[src/ntc_pkg.sv]
// ----------------------------------------------------------------------------
// ntc_pkg
// Shared types and constants of the novelty tuple checker.
// ----------------------------------------------------------------------------
package ntc_pkg;

  localparam int NUM_VARS_DEF   = 8;
  localparam int MAX_DOMAIN_DEF = 8;

  localparam int VALUE_W     = 8;
  localparam int COUNT_W     = 7;
  localparam int LEVEL_W     = 2;
  localparam int DOM_FIELDS  = 8;
  localparam int DOM_FIELD_W = 5;
  localparam int CFG_DATA_W  = DOM_FIELDS * DOM_FIELD_W;
  localparam int CFG_IDX_W   = 1;

  localparam logic [COUNT_W-1:0] COUNT_MAX    = '1;
  localparam logic [LEVEL_W-1:0] LEVEL_FACTS  = 2'd1;
  localparam logic [LEVEL_W-1:0] LEVEL_PAIRS  = 2'd2;
  localparam logic [LEVEL_W-1:0] LEVEL_RESET  = LEVEL_FACTS;

  typedef enum logic [CFG_IDX_W-1:0] {
    CFG_LEVEL  = 1'b0,
    CFG_DOMAIN = 1'b1
  } cfg_reg_t;

  typedef enum logic {
    CMD_VALUE = 1'b0,
    CMD_CLEAR = 1'b1
  } cmd_t;

  typedef enum logic [1:0] {
    LK_FACT   = 2'd0,
    LK_PAIR   = 2'd1,
    LK_TRIPLE = 2'd2
  } lookup_kind_t;

  typedef struct packed {
    logic         valid;
    logic         clear;
    lookup_kind_t kind;
  } lookup_req_t;

  typedef enum logic [2:0] {
    ST_CLEAR  = 3'd0,
    ST_IDLE   = 3'd1,
    ST_FACT   = 3'd2,
    ST_QSCAN  = 3'd3,
    ST_RSCAN  = 3'd4,
    ST_DRAIN  = 3'd5,
    ST_FINISH = 3'd6
  } seq_state_t;

  // address width of the triple store
  function automatic int trip_aw(input int nv, input int md);
    int span;
    span = nv * md;
    return $clog2(span * span * span);
  endfunction

endpackage

[src/ntc_seq.sv]
// ----------------------------------------------------------------------------
// ntc_seq
// Item sequencer: range check, held values, tuple enumeration, store
// address generation, clear sweep and running count.
// ----------------------------------------------------------------------------
module ntc_seq import ntc_pkg::*; #(
  parameter int NUM_VARS   = NUM_VARS_DEF,
  parameter int MAX_DOMAIN = MAX_DOMAIN_DEF
) (
  input  logic                                     clk,
  input  logic                                     rst_n,
  input  logic                                     in_valid,
  output logic                                     in_stall,
  input  logic                                     in_cmd,
  input  logic signed [VALUE_W-1:0]                in_var_value,
  input  logic                                     in_last_var,
  input  logic [LEVEL_W-1:0]                       level,
  input  logic [CFG_DATA_W-1:0]                    domain_table,
  input  logic                                     hit_new,
  input  logic                                     slot_free,
  output logic                                     res_load,
  output logic [COUNT_W-1:0]                       res_count,
  output lookup_req_t                              req,
  output logic [trip_aw(NUM_VARS, MAX_DOMAIN)-1:0] req_addr
);

  localparam int SPAN       = NUM_VARS * MAX_DOMAIN;
  localparam int FC_W       = $clog2(SPAN);
  localparam int VAL_W      = $clog2(MAX_DOMAIN);
  localparam int VIDX_W     = (NUM_VARS > 1) ? $clog2(NUM_VARS) : 1;
  localparam int POS_W      = $clog2(NUM_VARS + 1);
  localparam int TRIP_DEPTH = SPAN * SPAN * SPAN;
  localparam int TRIP_AW    = $clog2(TRIP_DEPTH);

  seq_state_t state_r, state_nxt;

  logic [TRIP_AW-1:0]  clr_cnt_r;
  logic [POS_W-1:0]    pos_r;
  logic [COUNT_W-1:0]  count_r;
  logic [NUM_VARS-1:0] range_r;
  logic [VAL_W-1:0]    held_r [NUM_VARS];
  logic [VIDX_W-1:0]   p_r, q_r, r_r;
  logic [FC_W-1:0]     fp_r, fq_r;
  logic                last_r;

  logic [DOM_FIELD_W-1:0] dom_field [DOM_FIELDS];
  logic [4:0]             pos5;
  logic [DOM_FIELD_W-1:0] dom_raw, dom_sat;
  logic                   acc, is_clear, pos_ok, item_in;
  logic [VIDX_W-1:0]      p_idx, sel_idx;
  logic [VAL_W-1:0]       sel_val;
  logic [FC_W-1:0]        fp_nxt, sel_code;
  logic                   pairs_en, trip_en;
  logic                   q_more, r_more, q_in, r_in;
  logic                   clr_done;

  always_comb begin
    for (int i = 0; i < DOM_FIELDS; i++) begin
      dom_field[i] = domain_table[i*DOM_FIELD_W +: DOM_FIELD_W];
    end
  end

  assign acc      = in_valid && !in_stall;
  assign is_clear = (in_cmd == CMD_CLEAR);
  assign pos_ok   = pos_r < POS_W'(NUM_VARS);
  assign p_idx    = pos_r[VIDX_W-1:0];
  assign pos5     = 5'(pos_r);
  assign dom_raw  = (pos5 < 5'(DOM_FIELDS)) ? dom_field[pos5[2:0]] : '0;
  assign dom_sat  = (dom_raw > DOM_FIELD_W'(MAX_DOMAIN)) ? DOM_FIELD_W'(MAX_DOMAIN)
                                                         : dom_raw;
  assign item_in  = pos_ok && !in_var_value[VALUE_W-1]
                  && ($unsigned(in_var_value) < VALUE_W'(dom_sat));
  assign fp_nxt   = FC_W'(FC_W'(p_idx) * FC_W'(MAX_DOMAIN)
                  + FC_W'(in_var_value[VAL_W-1:0]));

  assign pairs_en = (level != LEVEL_FACTS);
  assign trip_en  = (level != LEVEL_FACTS) && (level != LEVEL_PAIRS);

  // one shared read of the held values: outer index in QSCAN, inner in RSCAN
  assign sel_idx  = (state_r == ST_RSCAN) ? r_r : q_r;
  assign sel_val  = held_r[sel_idx];
  assign sel_code = FC_W'(FC_W'(sel_idx) * FC_W'(MAX_DOMAIN) + FC_W'(sel_val));

  assign q_more   = (POS_W'(q_r) + POS_W'(1)) < POS_W'(p_r);
  assign r_more   = (POS_W'(r_r) + POS_W'(1)) < POS_W'(p_r);
  assign q_in     = range_r[q_r];
  assign r_in     = range_r[r_r];
  assign clr_done = (clr_cnt_r == TRIP_AW'(TRIP_DEPTH - 1));

  // next state
  always_comb begin
    state_nxt = state_r;
    case (state_r)
      ST_CLEAR: begin
        if (clr_done) state_nxt = ST_IDLE;
      end
      ST_IDLE: begin
        if (acc) begin
          if (is_clear)         state_nxt = ST_CLEAR;
          else if (item_in)     state_nxt = ST_FACT;
          else if (in_last_var) state_nxt = ST_FINISH;
        end
      end
      ST_FACT: begin
        if (pairs_en && (p_r != '0)) state_nxt = ST_QSCAN;
        else                         state_nxt = ST_DRAIN;
      end
      ST_QSCAN: begin
        if (trip_en && q_in && q_more) state_nxt = ST_RSCAN;
        else if (!q_more)              state_nxt = ST_DRAIN;
      end
      ST_RSCAN: begin
        if (!r_more) begin
          if (q_more) state_nxt = ST_QSCAN;
          else        state_nxt = ST_DRAIN;
        end
      end
      ST_DRAIN: begin
        if (last_r) state_nxt = ST_FINISH;
        else        state_nxt = ST_IDLE;
      end
      ST_FINISH: begin
        if (slot_free) state_nxt = ST_IDLE;
      end
      default: state_nxt = ST_IDLE;
    endcase
  end

  // outputs
  always_comb begin
    in_stall  = (state_r != ST_IDLE);
    res_load  = 1'b0;
    res_count = count_r;
    req       = '{valid: 1'b0, clear: 1'b0, kind: LK_FACT};
    req_addr  = clr_cnt_r;
    case (state_r)
      ST_CLEAR: begin
        req.clear = 1'b1;
      end
      ST_FACT: begin
        req.valid = 1'b1;
        req_addr  = TRIP_AW'(fp_r);
      end
      ST_QSCAN: begin
        req.valid = q_in;
        req.kind  = LK_PAIR;
        req_addr  = TRIP_AW'(TRIP_AW'(sel_code) * TRIP_AW'(SPAN) + TRIP_AW'(fp_r));
      end
      ST_RSCAN: begin
        req.valid = r_in;
        req.kind  = LK_TRIPLE;
        req_addr  = TRIP_AW'(TRIP_AW'(fq_r) * TRIP_AW'(SPAN * SPAN)
                  + TRIP_AW'(sel_code) * TRIP_AW'(SPAN) + TRIP_AW'(fp_r));
      end
      ST_FINISH: begin
        res_load = slot_free;
      end
      default: begin
      end
    endcase
  end

  // control registers
  always_ff @(posedge clk) begin
    if (!rst_n) begin
      state_r   <= ST_CLEAR;
      clr_cnt_r <= '0;
      pos_r     <= '0;
      count_r   <= '0;
      range_r   <= '0;
    end else begin
      state_r <= state_nxt;
      if (state_r == ST_CLEAR) begin
        clr_cnt_r <= clr_cnt_r + TRIP_AW'(1);
      end else begin
        clr_cnt_r <= '0;
      end
      if (hit_new && (count_r != COUNT_MAX)) begin
        count_r <= count_r + COUNT_W'(1);
      end
      if ((state_r == ST_IDLE) && acc && !is_clear && pos_ok) begin
        range_r[p_idx] <= item_in;
        pos_r          <= pos_r + POS_W'(1);
      end
      if (res_load) begin
        pos_r   <= '0;
        count_r <= '0;
        range_r <= '0;
      end
    end
  end

  // datapath registers
  always_ff @(posedge clk) begin
    if ((state_r == ST_IDLE) && acc && !is_clear) begin
      if (item_in) begin
        held_r[p_idx] <= in_var_value[VAL_W-1:0];
      end
      p_r    <= p_idx;
      fp_r   <= fp_nxt;
      last_r <= in_last_var;
      q_r    <= '0;
    end
    if (state_r == ST_QSCAN) begin
      fq_r <= sel_code;
      if (trip_en && q_in && q_more) begin
        r_r <= q_r + VIDX_W'(1);
      end else if (q_more) begin
        q_r <= q_r + VIDX_W'(1);
      end
    end
    if (state_r == ST_RSCAN) begin
      if (r_more) begin
        r_r <= r_r + VIDX_W'(1);
      end else if (q_more) begin
        q_r <= q_r + VIDX_W'(1);
      end
    end
  end

endmodule

[config.mk]
export PLATFORM = sky130hd
export DESIGN_NAME = ntc_seq
export DESIGN_NICKNAME = d
export VERILOG_FILES = /design/src/ntc_pkg.sv /design/src/ntc_seq.sv
export SDC_FILE = /design/constraint.sdc
export NUM_CORES = 1
export LEC_CHECK = 0
export BUFFER_PORTS_ARGS = -buffer_cell sky130_fd_sc_hd__buf_2
export CORE_ASPECT_RATIO = 0.7
export CORE_UTILIZATION = 40
export CTS_BUF_LIST = sky130_fd_sc_hd__clkbuf_8
export DETAILED_ROUTE_END_ITERATION = 16
export SLEW_MARGIN = 20
export SYNTH_ARGS = -nofsm -noshare
export SYNTH_HDL_FRONTEND = slang
export SYNTH_SLANG_ARGS = --single-unit
[constraint.sdc]
create_clock -name clk -period 7.33 [get_ports clk]
set_input_delay 0.733 -clock clk [delete_from_list [all_inputs] [get_ports clk]]
set_output_delay 0.733 -clock clk [all_outputs]
set_load 0.01 [all_outputs]
## Word-level counts from Yosys, hierarchy flattened

Memories as Yosys holds them, arrays and structs flattened.
Cells that the tools add are included.

- $add $sub $neg: 12
- $lt $le $gt $ge: 11
- Equal/unequal tests: 17
- Muxes and demuxes: 45
- Bitwise gates (word level): 2
- Reductions and logical operators: 20

Operator list:

| operator | count |
|---|---|
| $mux W3 | 24 |
| $pmux W18 S3 | 1 |
| $pmux W3 S7 | 1 |
| $mux W5 | 4 |
| $add A18 B1 Y18 const B | 1 |
| $add A18 B12 Y18 | 1 |
| $add A18 B6 Y18 | 1 |
| $eq A18 B18 Y1 const B | 1 |
| $bmux W5 S3 | 1 |
| $add A12 B6 Y13 | 1 |
| $add A6 B3 Y6 | 2 |
| $logic_and A1 B1 Y1 | 12 |
| $lt A3 B4 Y1 const B | 3 |
| $ne A2 B2 Y1 const B | 5 |
| $eq A3 B3 Y1 const B | 3 |
| $add A3 B1 Y4 const B | 2 |
| $bwmux W8 | 1 |
| $lt A4 B3 Y1 | 2 |
| $lt A4 B4 Y1 const B | 2 |
| $lt A8 B5 Y1 | 1 |
| $mux W1 | 8 |
| $add A7 B1 Y7 const B | 1 |
| $ne A7 B7 Y1 const B | 1 |
| $add A3 B1 Y3 const B | 2 |
| 22 further kinds | 26 |

- Bits in registers: 62
- Bits in writable memories: 24
- Input bits: 57
- Memories kept: 1

Memories:

| name | words | width | read ports | clocked after memory_dff | write ports | line | RTL |
|---|---|---|---|---|---|---|---|
| held_r | 8 | 3 | 1 | 0 | 1 | ntc_seq.sv:41 | `logic [VAL_W-1:0] held_r [NUM_VARS];` |

## Longest topological paths before layout

Gate-level depths: netlist (run 1).

- Depth after elaboration: 13
- Depth in mapped cells: 14
- Depth with buffers taken out: 11

## Worst setup path after synthesis (run 1)

No wires, ideal clock.

- Path kind: input to register
- Start: in domain_table[38]
- End: mem held_r[1][0] (netlist name) (enable)
- Arrival time: 3.391 ns
- Required time: 7.010 ns
- Setup slack: 3.619 ns
- Cell stages on the path: 11
- Path buffers: 1
- Cells stage by stage: nand2_1 mux4_2 o211a_1 or2_2 ha_1 or4_1 a2111oi_0 o21a_1 buf_2 nand3_1 nor2_1

- Cells in the longest elaborated chain, start to end: 11

RTL lines:

| element | line | RTL |
|---|---|---|
| start: declaration | ntc_seq.sv:18 | `input logic [CFG_DATA_W-1:0] domain_table,` |
| $bmux W5 S3 (*) | ntc_seq.sv:68 | `assign dom_raw = (pos5 < 5'(DOM_FIELDS)) ? dom_field[pos5[2:0]] : '0;` |
| $mux W5 (implied by the code) (*) (2 in series) | ntc_seq.sv:68 |  |
| $mux W5 (*) | ntc_seq.sv:68 |  |
| $gt A5 B4 Y1 | ntc_seq.sv:69 | `assign dom_sat = (dom_raw > DOM_FIELD_W'(MAX_DOMAIN)) ? DOM_FIELD_W'(MAX_DOMAIN)` |
| $mux W5 (*) | ntc_seq.sv:69 |  |
| $lt A8 B5 Y1 (*) | ntc_seq.sv:72 | `&& ($unsigned(in_var_value) < VALUE_W'(dom_sat));` |
| $logic_and A1 B1 Y1 (*) | ntc_seq.sv:72 |  |
| $mux W1 (*) | ntc_seq.sv:196 | `if (item_in) begin` |
| $mux W1 (*) | ntc_seq.sv:195 | `if ((state_r == ST_IDLE) && acc && !is_clear) begin` |
| $mux W1 (implied by the code) (*) | ntc_seq.sv:197 | `held_r[p_idx] <= in_var_value[VAL_W-1:0];` |
| end: declaration | ntc_seq.sv:41 |  |

Mark *: on every way between the ends. The rest lies on a longest branch, timed or not. The select of a mux whose other input is x is not followed.

## Worst setup path after layout (run 1)

- Start: reg state_r[2]
- End: out req_addr[7]

- Cells in the longest elaborated chain, start to end: 7

RTL lines:

| element | line | RTL |
|---|---|---|
| start: declaration | ntc_seq.sv:35 | `seq_state_t state_r, state_nxt;` |
| start signal: assignment | ntc_seq.sv:172 | `state_r <= state_nxt;` |
| $eq A3 B3 Y1 | ntc_seq.sv:80, ntc_seq.sv:136 |  |
| $mux W3 | ntc_seq.sv:80 | `assign sel_idx = (state_r == ST_RSCAN) ? r_r : q_r;` |
| $mem_v2 Z8 W3 | -- |  |
| $add A6 B3 Y6 | ntc_seq.sv:82 | `assign sel_code = FC_W'(FC_W'(sel_idx) * FC_W'(MAX_DOMAIN) + FC_W'(sel_val));` |
| $add A18 B12 Y18 | ntc_seq.sv:153 | `+ TRIP_AW'(sel_code) * TRIP_AW'(SPAN) + TRIP_AW'(fp_r));` |
| $add A18 B6 Y18 | ntc_seq.sv:153 |  |
| $pmux W18 S3 (*) | ntc_seq.sv:136 | `case (state_r)` |
| end: declaration | ntc_seq.sv:24 | `output logic [trip_aw(NUM_VARS, MAX_DOMAIN)-1:0] req_addr` |

Mark *: on every way between the ends. The rest lies on a longest branch, timed or not.

==> reports/results.ini, run 1 <==
[status]
status=completed

[detailed_routing]
routed_via_density=5.351
drt_pass1_iterations=5
drt-total-wl_um=11350
routedWlPerCell_um=16.24
first_iter_violations=296
drcViolationCount=0
antenna_left=0
vias=3740

[final_layout]
multi_input_area_um2=2335
nets=610
fillCellCount=1058
layout-drive-gt1-share_pct=24.40
final_cells=699
area_delta_synth_final_pct=16.03
ff_latch_area_um2=2032
utilization_pct=47.77
fin_area_um2=5279

[clock_network]
clock-sinks=83
h-tree-depth=3
cts-root-buf=clkbuf_8
cts_buffers=9
hold_buffers=0
cts_resized=0
cts_tree=done
clkTransAtPathRegs_ps=100
clkLatencyLatePin_ps=370
clockBufferDepth=2
cts_setup_buffers=0

[min_path]
hold_path_class=flop to flop
worstHoldStart=clr_cnt_r[0]

[floorplanning]
core_region_area_um2=11050
die_x_um=129.5
start_util_pct=41.17
row_count=32
die_area_um2=11810
io_pins=88
die_h_um=91.23

[sta]
drv_slew=0
fmax_ghz=0.2074
hold_viol=0
slew_headroom_pct=38.08
holdWs_ps=488.7
fin_setup_tns_ps=0
fin_crit_ps=4822
fin_ws_ps=2508
min_period_over_period_pct=65.79
clock_skew_ps=10.98
worst_pin_slew_ps=903.0
rsz0062_at_grt=no
setup_violations=0

[placement]
routabilityCongestion=0.8734
hpwlAfterDp_um=8586
io_buffers=87
place_area_um2=5076
dpl.cell_count=682
place_ws_ps=2933

[logic_synthesis]
netlist_area_um2=4549
seq_area_frac_synth_pct=44.66
synthesis.nets=536
synth_top_flop_cell=dfxtp_1
ys_warn_count=0
syn_area_per_cell_um2=9.763
synth-seq-cells=83
async_flop_share_pct=0
synth_edf_count=37
netlist_instances=466
yosysUniqueCellTypes=55

[grt]
grt.total_usage_pct=20.21
antenna_found_initial=1
overflow=0
grt_pass1_vias=3419
grt_max_degree=27
grt_pass1_wl_um=17950

[setup_path]
cp-startpoint=state_r[2]
crit_type=flop to output pin
reg2reg_from=pos_r[1]
cp-start-kind=flop
critical_path_required_ps=6600
cp_max_fo=26
crit_path_end_kind=output pin
cp_data_arrival_time_ps=4090

[job]
maxCapViolCount=0

[pwr]
vdd_drop_max_mv=0.09777
pwr_density_cell_nw_per_um2=260.5
power_mw=1.375
leakage_nw=2.080

[state kept, by name, indices dropped and copies added, names as in the netlist]
register,flops
held_r,24
clr_cnt_r,18
range_r,8
res_count,7
fq_r,6
pos_r,4
fp_r,3
p_r,3
q_r,3
r_r,3
state_r,3
last_r,1
[cells in the final DEF (no fill, tap or decap), drive strengths merged, types with 8 or more instances in the layout]
cell type	count
buf	87
nor2	61
dfxtp	46
nand2	44
edfxtp	37
inv	26
a21oi	25
nand3	20
o21ai	20
xor2	15
mux4	15
mux2i	14
ha	13
nor2b	9
clkbuf	9
xnor2	8
[area by class of cell]
class / instances / share of cell area [%]
antenna: 1 / 0.04740
clock buffer: 9 / 2.347
clock inverter: 7 / 1.446
inverter: 22 / 1.564
multi-input combinational: 337 / 44.23
sequential: 83 / 38.49
tap: 153 / 3.626
timing repair buffer: 87 / 8.248
[cells by family after synthesis]
| group | Yosys count | share of synthesized area [%] |
|---|---|---|
| compound gates | 88 | 12.29 |
| simple gates | 178 | 18.95 |
| fa+ha+maj | 13 | 3.575 |
| buf+inv | 46 | 4.015 |
| mux | 35 | 12.07 |
| flops | 83 | 44.66 |
| xor+xnor | 23 | 4.428 |
[Yosys cell counts (2+ instances only)]
library cell	number	area share [%]
or3_1	3	0.41
inv_1	22	1.8
clkbuf_1	18	1.5
mux4_2	15	7.4
nand4_1	7	0.96
nor3_1	5	0.55
o211ai_1	3	0.50
nand4b_1	2	0.39
or2_2	4	0.55
nand3_1	20	2.2
nand2b_1	7	0.96
edfxtp_1	37	24
a21o_1	3	0.50
and3_1	5	0.69
a221oi_1	7	1.3
o21a_1	2	0.33
mux2_2	6	1.5
nor2b_1	9	1.2
a21oi_1	25	2.8
xnor2_1	8	1.5
a311oi_1	2	0.39
nand2_1	44	3.6
o31ai_1	2	0.33
a31oi_1	4	0.55
buf_2	5	0.55
nor2_1	61	5.0
xor2_1	15	2.9
ha_1	13	3.6
o22ai_1	7	0.96
a211oi_1	3	0.50
a21boi_0	2	0.33
mux2i_1	13	2.9
dfxtp_1	46	20
and2_1	2	0.27
o21ai_0	19	2.1
[worst max-delay path, stage by stage, from the launching register on]
cell and delay [ps]:
dfxtp_1 830, nor3b_4 810, mux2i_2 720, mux4_2 580, mux2i_1 290, nor2_1 90, a21oi_1 130, a21oi_1 90
buf_2 180
[report_power, final]
part | switching (mW) | internal (mW)
Clock | 0.199 | 0.135
Combinational | 0.247 | 0.196
Sequential | 0.0768 | 0.521
[path summary, 6_finish.rpt]
kind                        to  slack [ps]  cells past startpoint
setup / recovery   req_addr[7]        2510                      8
hold / removal    clr_cnt_r[0]         490                      1
setup reg to reg  held_r[5][0]        2950                     10
hold reg to reg   clr_cnt_r[0]         490                      1
[layer usage]
layer	GRT usage [%]	vias to the layer above	routed length, um	share of wire [%]
met5	0	-	0	0
met4	5.911	0	99	0.87
met3	4.832	8	877	7.7
met2	28.54	131	4744	42
met1	30.22	1764	5631	50
li1	-	1837	-	-
Power figures use the tool's default switching activity.
==> inputs of run 2 (changes only) <==
- clock period: 7.33 -> 4.8 ns (I/O delays scaled with it)
==> run 2 against run 1 <==
Against the previous run: combinational power grew 59%; clock skew hardly changed; setup slack got worse by 2000 ps; register-to-register slack worse by 2400 ps; sequential share of layout area is 0.36 points lower; first-iteration DRC count up 10%.
==> reports/results.ini, run 2 (synthesis gave the netlist of run 1 again) <==
[pwr]
power_mw=2.111
vdd_drop_max_mv=0.1442
leakage_nw=2.116
pwr_density_cell_nw_per_um2=396.2

[clock_network]
clockBufferDepth=2
cts_buffers=9
clkLatencyLatePin_ps=360
clkTransAtPathRegs_ps=90
h-tree-depth=3
cts_resized=0
cts-root-buf=clkbuf_8
hold_buffers=0
cts_tree=done
clock-sinks=83
cts_setup_buffers=0

[sta]
slew_headroom_pct=37.64
fin_crit_ps=4244
drv_slew=0
hold_viol=0
min_period_over_period_pct=88.42
worst_pin_slew_ps=926.9
rsz0062_at_grt=no
clock_skew_ps=10.71
setup_violations=0
fin_setup_tns_ps=0
fmax_ghz=0.2356
holdWs_ps=307.0

[setup_path]
cp-start-kind=flop
critPathBufInv=0
crit_path_end_kind=flop
cp_max_fo=23
crit_slowest_cell=dfxtp_1
crit_type=flop to flop
cp-startpoint=pos_r[1]
critical_path_required_ps=4850
r2r-end=held_r[5][1]
worst_path_largest_cell_delay_ps=780
reg2reg_from=pos_r[1]
worst_r2r_path_depth=10
cp_top_family=simple AND/OR/NAND/NOR gates
cp_data_arrival_time_ps=4300
path_cells=nand2_1 > mux4_2 > o211a_1 > or2_2 > ha_1 > or4_1 > a2111oi_0 > o21a_1 > nand3_1 > nor2_1
timing.reg2reg.setup_slack_ps=560

[final_layout]
fillCellCount=1056
area_delta_synth_final_pct=17.13
mostFrequentLayoutCells=87 x buf_2, 61 x nor2_1, 46 x dfxtp_1
final_common_cell=buf_2
layout-drive-gt1-share_pct=25.36
top_register=held_r
diodes=0
nets=617
top_regs=held_r x24, clr_cnt_r x18, range_r x8
final_cells=705
largest_reg_flops=24

[detailed_routing]
routed_via_density=5.377
first_iter_violations=327
antenna_left=0
routedWlPerCell_um=16.12
drt-total-wl_um=11370
drcViolationCount=0
drt_pass1_iterations=5
vias=3791

[min_path]
hold_path_end=last_r
holdPathStages=1
hold_path_class=input port to flop
worstHoldStart=in_last_var

[floorplanning]
core_region_area_um2=11050
die_h_um=91.23
row_count=32
io_pins=88
die_area_um2=11810
die_x_um=129.5
start_util_pct=41.17

[placement]
hpwlAfterDp_um=8671
io_buffers=87
routabilityCongestion=0.8855
dpl.cell_count=689

[grt]
grt_pass1_vias=3617
grt_max_degree=26
antenna_found_initial=0
grt.total_usage_pct=20.47
overflow=0
grt_pass1_wl_um=18480

[job]
maxCapViolCount=0

[status]
status=completed

[run 2: changes by cell type in the layout (fill, tap and decap cells not counted), sizes merged]
cell,previous run,this run
diode,1,0
buf,87,94
[run 2: final cells by class]
class | count | area (um2) | share of cell area (%)
multi-input combinational | 337 | 2335 | 43.81
clock inverter | 7 | 76.32 | 1.432
timing repair buffer | 94 | 488.0 | 9.157
clock buffer | 9 | 123.9 | 2.324
tap | 153 | 191.4 | 3.592
inverter | 22 | 82.58 | 1.550
sequential | 83 | 2032 | 38.13
[run 2: metal layers]
metal / up-vias / wire length, um / GRT usage, %
met3: 11 / 743 / 4.125
met2: 133 / 4839 / 30.06
li1: 1855 / - / -
met1: 1792 / 5650 / 30.32
met4: 0 / 135 / 5.523
met5: - / 0 / 0
[run 2: how the worst max path moves through the flow]
stage | endpoint | slack (ps) | depth (start not counted)
after floorplan | held_r[1][0] | 1230 | 11
after global placement | held_r[0][0] | 690 | 10
after detailed placement | held_r[0][0] | 520 | 10
after CTS | held_r[0][0] | 520 | 10
after global routing | held_r[4][2] | 80 | 11
final | held_r[5][1] | 560 | 10
[run 2: through the flow]
step	setup slack, ps	utilization, %	instance area (um2)
3_5_place_dp	525.0	46.41	5129
4_1_cts	523.1	48.22	5329
5_1_grt	77.22	48.22	5329
6_report	555.9	48.22	5329
3_3_place_gp	693.8	46.41	5129
2_1_floorplan	1226	-	4549
[run 2: where the power goes]
part / internal (mW) / total, mW / leakage [nW] / switching, mW
Sequential: 0.796 / 0.897 / 0.708 / 0.101
Clock: 0.207 / 0.509 / 0.103 / 0.302
Combinational: 0.313 / 0.705 / 1.31 / 0.392
Total: 1.32 / 2.11 / 2.12 / 0.795
==> inputs of run 3 (changes only) <==
- CORE_UTILIZATION: 40 -> 35
==> run 3 against run 2 <==
Against the previous run: the run now ends with DRC left; worst hold slack better by 13 ps; sequential share of layout area up 0.054 points; critical endpoint unchanged; clock skew up 1.3 ps; register-to-register slack worse by 60 ps.
==> reports/results.ini, run 3 (synthesis gave the netlist of run 1 again) <==
[status]
status=complete, but fails checks
violations=DRC

[setup_path]
cp_max_fo=16
crit_slowest_cell=dfxtp_1
timing.reg2reg.setup_slack_ps=500
cp_data_arrival_time_ps=4340
critPathBufInv=0
crit_path_end_kind=flop
worst_r2r_path_depth=10
reg2reg_from=pos_r[2]
cp-endpoint=held_r[5][1]
critical_path_required_ps=4840
crit_type=flop to flop
cp-startpoint=pos_r[2]
path_cells=nor2b_1 > a221oi_1 > o211a_1 > or2_2 > ha_1 > or4_1 > a2111oi_0 > o21a_1 > nand3_1 > nor2_1
cp-start-kind=flop
crit_cells=10
worst_path_largest_cell_delay_ps=670
r2r-end=held_r[5][1]
cp_top_family=simple AND/OR/NAND/NOR gates

[floorplanning]
row_count=34
start_util_pct=36.25
die_x_um=138.3
io_pins=88
core_region_area_um2=12550
die_h_um=97.39
die_area_um2=13460

[placement]
hpwlAfterDp_um=8592
dpl.cell_count=696
routabilityCongestion=0.8215
place_ws_ps=521.5
io_buffers=87

[pwr]
leakage_nw=2.102
vdd_drop_max_mv=0.1452
power_mw=2.097
pwr_density_cell_nw_per_um2=394.1

[final_layout]
mostFrequentLayoutCells=87 x buf_2, 61 x nor2_1, 46 x dfxtp_1
nets=615
final_common_cell=buf_2
diodes=0
area_delta_synth_final_pct=16.97
top_register=held_r
final_cells=712
layout-drive-gt1-share_pct=24.91
largest_reg_flops=24
top_regs=held_r x24, clr_cnt_r x18, range_r x8
utilization_pct=42.40

[clock_network]
clockBufferDepth=2
clkLatencyLatePin_ps=360
cts_tree=done
cts_resized=0
cts-root-buf=clkbuf_8
cts_buffers=9
clkTransAtPathRegs_ps=90
hold_buffers=0
h-tree-depth=3
cts_setup_buffers=0
clock-sinks=83

[detailed_routing]
antenna_left=0
drcViolationCount=3
routedWlPerCell_um=15.70
drt_pass1_iterations=11
routed_via_density=5.296
drt-total-wl_um=11180
vias=3771
first_iter_violations=310

[sta]
fin_crit_ps=4300
fin_setup_tns_ps=0
min_period_over_period_pct=89.59
rsz0062_at_grt=no
worst_pin_slew_ps=842.9
slew_headroom_pct=43.29
clock_skew_ps=12.04
setup_violations=0
fin_ws_ps=499.9
fmax_ghz=0.2326
hold_viol=0
drv_slew=0

[grt]
grt_max_degree=26
grt_pass1_vias=3520
antenna_found_initial=0
overflow=0
grt_pass1_wl_um=18140
grt.total_usage_pct=17.40

[min_path]
hold_path_class=input port to flop

[job]
maxCapViolCount=0

run 3: cell types whose count changed in the layout (fill, tap and decap cells not counted):
cell,change
clkinv_4,-2
inv_6,+2
clkinv_1,+1
bufinv_16,+1
clkinv_2,+1
clkinv_8,-1
inv_8,-3
clkinvlp_4,+1
buf_4,-2
run 3: cell type report:
type | count | area, um2
Clock buffer | 9 | 123.9
Clock inverter | 7 | 72.57
Fill cell | 1227 | 7228
Inverter | 22 | 82.58
Multi-Input combinational cell | 337 | 2335
Sequential cell | 83 | 2032
Tap cell | 162 | 202.7
Timing Repair Buffer | 92 | 473.0
run 3: metrics by stage:
step,area (um2),hold slack (ps)
after floorplan,4549,426.7
after global placement,5125,449.0
after global routing,5321,292.7
final,5321,320.3
after detailed placement,5125,455.2
after CTS,5321,297.1
run 3: how the worst min path moves through the flow:
stage | from | to | slack [ps] | depth (start not counted)
after floorplan | clr_cnt_r[0] | clr_cnt_r[0] | 430 | 1
after global placement | clr_cnt_r[0] | clr_cnt_r[0] | 450 | 1
after detailed placement | clr_cnt_r[0] | clr_cnt_r[0] | 460 | 1
after CTS | in_last_var | last_r | 300 | 1
after global routing | in_last_var | last_r | 290 | 1
final | in_last_var | last_r | 320 | 1
run 3: power breakdown:
| part | internal [mW] | total, mW | switching (mW) |
|---|---|---|---|
| clock | 0.243 | 0.505 | 0.262 |
| sequential | 0.796 | 0.896 | 0.100 |
| combinational | 0.308 | 0.696 | 0.388 |
| total | 1.35 | 2.10 | 0.751 |
run 3: metal layers:
metal	vias to the layer above	part of all wire, %	track usage, %
met5	-	0	0
li1	1847	-	-
met3	17	5.9	3.943
met2	147	43	26.26
met4	0	1.8	6.569
met1	1760	50	24.28
